[src/design/lsic_pkg.sv]
package lsic_pkg;

  // Field widths fixed by the interface.
  localparam int KEY_W = 64;
  localparam int ID_W  = 32;
  localparam int CAP_W = 5;

  // Default table depth and reset value of the capacity register.
  localparam int ENTRIES_DEF = 16;
  localparam logic [CAP_W-1:0] CAP_RESET = CAP_W'(16);

  // First id handed out after reset.
  localparam logic [ID_W-1:0] ID_FIRST = ID_W'(1);

  // Contents of one cell, handed down the chain toward older positions.
  typedef struct packed {
    logic             valid;
    logic [KEY_W-1:0] key;
    logic [ID_W-1:0]  id;
  } entry_t;

  // Summary that ripples from the oldest cell toward the newest one.
  typedef struct packed {
    logic            valid;      // this cell holds an entry
    logic            hit_below;  // a match sits in this cell or an older one
    logic [ID_W-1:0] hit_id;     // id of that match
    logic [ID_W-1:0] tail_id;    // id of the least recent entry at or below
  } chain_t;

  // Update command broadcast to every cell.
  typedef struct packed {
    logic update;
    logic miss;
    logic evict;
  } cell_ctl_t;

endpackage

[src/design/lsic_cell.sv]
module lsic_cell
  import lsic_pkg::*;
(
  input  logic             clk,
  input  logic             rst_n,
  input  logic             look,
  input  logic [KEY_W-1:0] look_key,
  input  cell_ctl_t        ctl,
  input  entry_t           prev,
  input  chain_t           from_below,
  output entry_t           entry,
  output chain_t           to_above
);

  entry_t entry_r;
  entry_t entry_nxt;
  logic   match_r;
  logic   match_nxt;
  logic   hit_below;
  logic   is_tail;
  logic   shift;
  logic   drop;

  // Compare the incoming key against this cell when a transaction is accepted.
  assign match_nxt = look ? (entry_r.valid && (entry_r.key == look_key)) : match_r;

  // Ripple the hit position and the least recent entry toward the head.
  assign hit_below = match_r | from_below.hit_below;
  assign is_tail   = entry_r.valid && !from_below.valid;

  always_comb begin
    to_above.valid     = entry_r.valid;
    to_above.hit_below = hit_below;
    to_above.hit_id    = match_r ? entry_r.id : from_below.hit_id;
    to_above.tail_id   = is_tail ? entry_r.id : from_below.tail_id;
  end

  // A miss moves every cell one place older; a hit moves only the cells
  // between the head and the matching cell. On eviction the old tail is
  // dropped where it lands.
  assign shift = ctl.miss | hit_below;
  assign drop  = ctl.evict && prev.valid && !entry_r.valid;

  always_comb begin
    entry_nxt = entry_r;
    if (ctl.update && shift) begin
      entry_nxt       = prev;
      entry_nxt.valid = prev.valid && !drop;
    end
  end

  // Key and id carry no reset; they are only looked at while valid.
  always_ff @(posedge clk) begin
    if (!rst_n) begin
      entry_r.valid <= 1'b0;
      match_r       <= 1'b0;
    end else begin
      entry_r.valid <= entry_nxt.valid;
      match_r       <= match_nxt;
    end
    entry_r.key <= entry_nxt.key;
    entry_r.id  <= entry_nxt.id;
  end

  assign entry = entry_r;

endmodule

[src/design/lru_signature_id_cache.sv]
// LRU table that hands out a numeric id for each 64-bit signature key.
// Input channel: in_valid/in_ready with in_signature_key. Each accepted
// transaction yields exactly one result on out_valid/out_ready carrying
// out_entry_id, out_was_hit, out_evicted and out_evicted_id.
// Configuration: cfg_we writes cfg_wdata into the capacity register at the
// clock edge; write it only while no transaction is in flight.
// Sequencing: when a key is accepted, every cell of the chain compares it
// with its own key and the key is registered. Once the output register is
// free, the chain is moved and the result is loaded into the output register
// at the same edge. Only after that update can the next key be taken, so a
// new key is never accepted while one is in flight.
// The recency chain holds one entry per cell, newest at cell 0.
// When the receiver stalls, the result stays in the output register; one
// more key may be taken, but its chain update waits for the register to
// drain, holding in_ready low.
// Reset (synchronous, rst_n low) empties the table, sets the id counter to
// one and the capacity to 16; no clearing pass follows.
module lru_signature_id_cache
  import lsic_pkg::*;
#(
  parameter int ENTRIES = ENTRIES_DEF
) (
  input  logic             clk,
  input  logic             rst_n,
  input  logic             in_valid,
  output logic             in_ready,
  input  logic [KEY_W-1:0] in_signature_key,
  output logic             out_valid,
  input  logic             out_ready,
  output logic [ID_W-1:0]  out_entry_id,
  output logic             out_was_hit,
  output logic             out_evicted,
  output logic [ID_W-1:0]  out_evicted_id,
  input  logic             cfg_we,
  input  logic [CAP_W-1:0] cfg_wdata
);

  localparam int CNT_W = $clog2(ENTRIES + 1);
  localparam int CMP_W = (CNT_W > CAP_W) ? CNT_W : CAP_W;

  localparam logic S_IDLE = 1'b0;
  localparam logic S_UPD  = 1'b1;

  logic             state_r, state_nxt;
  logic [KEY_W-1:0] key_r, key_nxt;
  logic [CNT_W-1:0] used_r, used_nxt;
  logic [ID_W-1:0]  next_id_r, next_id_nxt;
  logic [CAP_W-1:0] cap_r, cap_nxt;
  logic             out_valid_r, out_valid_nxt;
  logic [ID_W-1:0]  out_id_r, out_id_nxt;
  logic             out_hit_r, out_hit_nxt;
  logic             out_ev_r, out_ev_nxt;
  logic [ID_W-1:0]  out_ev_id_r, out_ev_id_nxt;

  logic             in_fire;
  logic             upd_fire;
  logic             hit;
  logic             evict;
  logic [CMP_W-1:0] cap_ext;
  logic [CMP_W-1:0] eff_cap;
  logic [ID_W-1:0]  id_inc;
  cell_ctl_t        ctl;
  entry_t           head;
  entry_t           cell_entry [ENTRIES];
  entry_t           cell_prev  [ENTRIES];
  chain_t           chain      [ENTRIES+1];

  assign in_fire  = in_valid && in_ready;
  assign upd_fire = (state_r == S_UPD) && (!out_valid_r || out_ready);
  assign in_ready = (state_r == S_IDLE);

  // Capacity clamped to the range 1 .. ENTRIES.
  assign cap_ext = CMP_W'(cap_r);
  always_comb begin
    if (cap_r == '0) begin
      eff_cap = CMP_W'(1);
    end else if (cap_ext > CMP_W'(ENTRIES)) begin
      eff_cap = CMP_W'(ENTRIES);
    end else begin
      eff_cap = cap_ext;
    end
  end

  // Lookup outcome from the head of the chain.
  assign hit   = chain[0].hit_below;
  assign evict = !hit && (CMP_W'(used_r) >= eff_cap) && (used_r != '0);

  always_comb begin
    ctl.update = upd_fire;
    ctl.miss   = !hit;
    ctl.evict  = evict;
    head.valid = 1'b1;
    head.key   = key_r;
    head.id    = hit ? chain[0].hit_id : next_id_r;
  end

  // Row of cells, newest at index 0.
  assign chain[ENTRIES] = '0;

  for (genvar i = 0; i < ENTRIES; i++) begin : g_cell
    if (i == 0) begin : g_head
      assign cell_prev[i] = head;
    end else begin : g_body
      assign cell_prev[i] = cell_entry[i-1];
    end

    lsic_cell u_cell (
      .clk        (clk),
      .rst_n      (rst_n),
      .look       (in_fire),
      .look_key   (in_signature_key),
      .ctl        (ctl),
      .prev       (cell_prev[i]),
      .from_below (chain[i+1]),
      .entry      (cell_entry[i]),
      .to_above   (chain[i])
    );
  end

  // Id counter skips zero when it wraps.
  assign id_inc = next_id_r + ID_W'(1);

  always_comb begin
    state_nxt     = state_r;
    key_nxt       = key_r;
    used_nxt      = used_r;
    next_id_nxt   = next_id_r;
    cap_nxt       = cfg_we ? cfg_wdata : cap_r;
    out_valid_nxt = out_valid_r && !out_ready;
    out_id_nxt    = out_id_r;
    out_hit_nxt   = out_hit_r;
    out_ev_nxt    = out_ev_r;
    out_ev_id_nxt = out_ev_id_r;

    unique case (state_r)
      S_IDLE: begin
        if (in_fire) begin
          key_nxt   = in_signature_key;
          state_nxt = S_UPD;
        end
      end
      S_UPD: begin
        if (upd_fire) begin
          state_nxt     = S_IDLE;
          out_valid_nxt = 1'b1;
          out_id_nxt    = head.id;
          out_hit_nxt   = hit;
          out_ev_nxt    = evict;
          out_ev_id_nxt = evict ? chain[0].tail_id : '0;
          if (!hit) begin
            next_id_nxt = (id_inc == '0) ? ID_FIRST : id_inc;
            if (!evict) begin
              used_nxt = used_r + CNT_W'(1);
            end
          end
        end
      end
      default: begin
        state_nxt = S_IDLE;
      end
    endcase
  end

  always_ff @(posedge clk) begin
    if (!rst_n) begin
      state_r     <= S_IDLE;
      used_r      <= '0;
      next_id_r   <= ID_FIRST;
      cap_r       <= CAP_RESET;
      out_valid_r <= 1'b0;
    end else begin
      state_r     <= state_nxt;
      used_r      <= used_nxt;
      next_id_r   <= next_id_nxt;
      cap_r       <= cap_nxt;
      out_valid_r <= out_valid_nxt;
    end
  end

  always_ff @(posedge clk) begin
    key_r       <= key_nxt;
    out_id_r    <= out_id_nxt;
    out_hit_r   <= out_hit_nxt;
    out_ev_r    <= out_ev_nxt;
    out_ev_id_r <= out_ev_id_nxt;
  end

  assign out_valid      = out_valid_r;
  assign out_entry_id   = out_id_r;
  assign out_was_hit    = out_hit_r;
  assign out_evicted    = out_ev_r;
  assign out_evicted_id = out_ev_id_r;

endmodule

[config.mk]
export PLATFORM = sky130hd
export DESIGN_NAME = lru_signature_id_cache
export DESIGN_NICKNAME = d
export VERILOG_FILES = /design/src/design/lsic_pkg.sv /design/src/design/lsic_cell.sv /design/src/design/lru_signature_id_cache.sv
export SDC_FILE = /design/constraint.sdc
export NUM_CORES = 2
export LEC_CHECK = 0
export ABC_AREA = 1
export BUFFER_PORTS_ARGS = -buffer_cell sky130_fd_sc_hd__clkbuf_2
export CAP_MARGIN = 20
export CORE_ASPECT_RATIO = 0.7
export CORE_MARGIN = 3
export CORE_UTILIZATION = 30
export CTS_CLUSTER_SIZE = 12
export DETAILED_ROUTE_END_ITERATION = 16
export GPL_TIMING_DRIVEN = 0
export PLACE_DENSITY = 0.41
export REMOVE_ABC_BUFFERS = 1
export SYNTH_ARGS = -nofsm -noshare
export SYNTH_HDL_FRONTEND = slang
export SYNTH_HIERARCHICAL = 1
export SYNTH_SLANG_ARGS = --single-unit
[constraint.sdc]
create_clock -name clk -period 13.6 [get_ports clk]
set_clock_uncertainty 0.05 [all_clocks]
set_input_delay 2.04 -clock clk [delete_from_list [all_inputs] [get_ports clk]]
set_output_delay 2.04 -clock clk [all_outputs]
set_load 0.03 [all_outputs]
## Word-level counts from Yosys, hierarchy flattened

Cells that the tools add are included.

- Output and inout port bits: 68
- Flip-flop bits (word level): 1742

- Bitwise operators: 33
- Magnitude comparators: 2
- $add $sub $neg: 2
- Reduce and logical (&&, ||, !) cells: 140
- Mux-type cells: 41
- Eq/ne operators: 16

Operator list:

| operator | count |
|---|---|
| $mux 32 | 34 |
| $eq 64x64->1 | 16 |
| $logic_and 1x1->1 | 97 |
| $logic_not 1->1 | 35 |
| $add 32x1->32 const B | 1 |
| $logic_not 32->1 | 1 |
| $or 1x1->1 | 30 |
| $mux 5 | 2 |
| $add 5x1->5 const B | 1 |
| $ge 5x5->1 | 1 |
| $gt 5x5->1 const B | 1 |
| $logic_not 5->1 | 1 |
| $reduce_bool 5->1 | 1 |
| $mux 1 | 4 |
| $reduce_and 2->1 | 2 |
| $reduce_and 4->1 | 1 |
| $not 1->1 | 3 |
| $reduce_and 3->1 | 1 |
| $pmux 1 s2 | 1 |
| $logic_or 1x1->1 | 1 |

## Depth between registers and ports, before layout

- Depth after elaboration: 22
- Mapped depth: 39
- Depth with buffers taken out: 36

## By module

The synthesis kept the hierarchy.

Modules (own cells, without submodules):

| module | seq. area each (um^2) | cells an instance | instances | area an instance (um^2) |
|---|---|---|---|---|
| lsic_cell | 2922.8 | 536 | 16 | 4827.1 |
| lru_signature_id_cache | 4784.6 | 760 | 1 | 7365.8 |

## Least setup slack after synthesis

Ideal clock, no wire load.

- Kind: flip-flop to flip-flop
- Start: reg, netlist name g_cell[15].u_cell/match_r
- End: reg g_cell[0].u_cell.entry_r, in the netlist g_cell[0].u_cell/entry[0] (enable)
- Clock period less this slack: 9006 ps
- Slack: 4594 ps
- Arrival time: 8506 ps
- Required time: 13100 ps
- Cell stages (with the launch flop): 37
- Buffers on the path: 17
- Path through: dfxtp_1 -> or2_1 -> buf_4 -> or2_1 -> buf_4 -> or2_1 -> buf_4 -> or2_1 -> buf_4 -> or2_1 -> buf_4 -> or2_1 -> buf_4 -> or2_1 -> buf_4 -> or2_1 -> buf_4 -> or2_1 -> buf_4 -> or2_1 -> buf_4 -> or2_1 -> buf_4 -> or2_1 -> buf_4 -> or2_1 -> buf_4 -> or2_1 -> buf_4 -> or2_1 -> buf_4 -> or2_1 -> buf_4 -> buf_2 -> clkinv_1 -> o21ai_2 -> inv_1

RTL lines:

| item | line | text |
|---|---|---|
| to (decl) | lsic_cell.sv:15 | `entry_t entry_r;` |

==> flow_metrics.py <==
metrics = {
    "global_routing": {
        "grt_start_max_net_pins": 79,
        "grt_pass1_wl_mm": 340,
        "grt_pass1_vias": 57300,
        "grt_usage_pct": 15.2,
        "antenna_found_initial": 4,
        "grt_overflow": 0,
    },
    "die": {
        "die_h_um": 450,
        "die_w_um": 641,
        "coreArea_mm2": 0.280,
        "pin_count": 142,
        "num_rows": 162,
        "dieArea_mm2": 0.288,
        "start_util_pct": 30.3,
    },
    "min_path": {
        "holdPathStages": 0,
        "worstHoldStart": "key_r[61]$_DFFE_PP_",
        "hold_path_class": "reg2reg",
        "holdPathEnd": "g_cell[0].u_cell/entry[93]$_DFFE_PP_",
    },
    "layout": {
        "area_growth_pct": 13.5,
        "final_cells": 13400,
        "layout-drive-gt1-share_pct": 6.50,
        "final_nets": 9610,
    },
    "clock_network": {
        "hold_buffers": 0,
        "clockBufferDepth": 4,
        "clkLatencyLatePin_ps": 840,
        "cts_resized": 0,
        "cts.reportedPaths.clkPinSlew_ps": 60,
        "cts_tree": "built",
        "h-tree-depth": 4,
        "post_cts.repair.setup_buffers": 0,
        "cts_buffers": 197,
        "cts_sinks": 1742,
        "clockRootBuffer": "clkbuf_16",
    },
    "pwr": {
        "power_uw": 12800,
        "power.density_mw_per_mm2": 133,
        "p_leak_uw": 0.0415,
        "ir_worst_vdd_v": 0.0000883,
    },
    "synth": {
        "synth_area_mm2": 0.0846,
        "synth_cells": 9335,
        "yosysWarnings": 6,
        "syn_area_per_cell_um2": 9.06,
    },
    "critical_path": {
        "end_kind": "register",
        "r2r_cells": 22,
        "path_class": "reg2reg",
        "timing.rr.end": "g_cell[11].u_cell/entry[96]$_SDFFE_PN0P_",
        "crit_arrival_ps": 7660,
        "critPathMaxFanout": 59,
        "start_kind": "register",
        "rrSetupSlack_ps": 6590,
        "worstPathRequired_ps": 14250,
        "reg2reg_from": "g_cell[15].u_cell/match_r$_SDFFE_PN0P_",
    },
    "placement": {
        "pre_cts_ws_ps": 6650,
        "hpwl_mm": 155,
        "gp_congestion": 0.822,
        "dpl.cell_count": 13000,
        "io_buffers": 141,
    },
    "timing": {
        "finalSetupViolCount": 0,
        "fmax_ghz": 0.143,
        "fin_crit_ps": 7010,
        "hold_ws_ps": 357,
        "hold_viol_final": 0,
        "layout_setup_ws_ps": 6590,
        "tightest_slew_ps": 935,
        "rsz0062_at_grt": "no",
        "period_share_pct": 51.5,
        "final_max_slew_viol_count": 0,
        "fin_tns_setup_ps": 0,
        "relSlewSlack_pct": 37.7,
    },
    "detailed_routing": {
        "wl_mm": 222,
        "drcViolationCount": 0,
        "via_per_inst": 4.42,
        "drtPass1Iterations": 7,
        "ant_nets": 0,
        "drt_iter0_drc": 4230,
        "wl_per_cell_um": 16.7,
        "num_vias": 59100,
    },
    "job": {
        "cap_violations": 0,
    },
    "outcome": {
        "status": "finished clean",
    },
}
## critical path, stage by stage (launching register included)
cell,delay [ps]
dfxtp_1,320
or2_1,250
or2_1,240
or2_1,260
or2_1,260
or2_1,260
or2_1,260
or2_1,260
or2_1,260
or2_1,260
or2_1,260
or2_1,260
or2_1,260
or2_1,270
or2_1,270
or2_1,260
or2_4,280
buf_16,200
clkinv_2,580
nand3_2,360
inv_1,760
nor2_1,120
o221a_2,250
## area by class of cell
type / count / area [um^2]
Fill cell: 28300 / 183000
Sequential cell: 1742 / 51500
Antenna cell: 3 / 7.51
Clock buffer: 256 / 5190
Timing Repair Buffer: 187 / 1790
Clock inverter: 79 / 553
Tap cell: 3690 / 4620
Inverter: 1672 / 6360
Multi-Input combinational cell: 5728 / 26000
## how the worst max path moves through the flow
stage / from / endpoint / slack [ps] / depth (start not counted)
after floorplan: g_cell[15].u_cell/match_r$_SDFFE_PN0P_ / g_cell[0].u_cell/entry[0]$_DFFE_PP_ / 6020 / 19
after global placement: g_cell[15].u_cell/match_r$_SDFFE_PN0P_ / g_cell[0].u_cell/entry[32]$_DFFE_PP_ / 2090 / 19
after detailed placement: g_cell[15].u_cell/match_r$_SDFFE_PN0P_ / g_cell[4].u_cell/entry[96]$_SDFFE_PN0P_ / 6650 / 22
after CTS: g_cell[15].u_cell/match_r$_SDFFE_PN0P_ / g_cell[15].u_cell/entry[96]$_SDFFE_PN0P_ / 6590 / 22
after global routing: g_cell[15].u_cell/match_r$_SDFFE_PN0P_ / g_cell[14].u_cell/entry[96]$_SDFFE_PN0P_ / 6290 / 22
final: g_cell[15].u_cell/match_r$_SDFFE_PN0P_ / g_cell[11].u_cell/entry[96]$_SDFFE_PN0P_ / 6590 / 22
## per-layer routing
layer,GRT usage [%],up-vias,share of wire [%]
met4,3.49,0,2.1
met5,0,-,0
li1,-,30000,-
met3,2.85,278,5.7
met1,23.1,27600,51
met2,22.3,1092,41
## power by group
group	switching [uW]	internal, uW
Sequential	148	6220
Clock	2180	2800
Combinational	963	448
## per-stage QoR
stage	cell area [um^2]	utilization, %
6_report	96000	34.4
2_1_floorplan	83700	-
5_1_grt	96000	34.4
4_1_cts	96000	34.4
3_3_place_gp	89000	31.8
3_5_place_dp	90300	32.3
## flip-flops by register name, summed over array words and instances (netlist names)
register	flops
used_r	5
g_cell.u_cell/match_r	16
next_id_r	32
state_r	1
cap_ext	5
out_evicted	1
out_entry_id	32
out_evicted_id	32
out_valid	1
out_was_hit	1
g_cell.u_cell/entry	1552
key_r	64
## placed cells by master, fill, tap and decap left out, types with 7 or more instances in the layout
master and count:
o21ai_2 17, buf_12 24, buf_16 22, inv_2 81
clkbuf_16 198, a21oi_1 57, dfxtp_1 76, clkbuf_2 141
nand2_1 2745, conb_1 67, o21ai_0 1114, ha_1 8
o21ai_1 161, inv_1 1572, xnor2_1 160, nand4_1 19
nor2_4 8, clkinv_1 42, clkbuf_1 56, nor3_1 18
clkinv_2 28, or2_1 31, nand2_4 15, nor2_1 912
xor2_1 199, o221a_2 16, nand3_1 126, edfxtp_1 1666
bufinv_16 7, inv_6 18, nor3_2 16, a21oi_2 16
(Power assumes the default switching activity.)
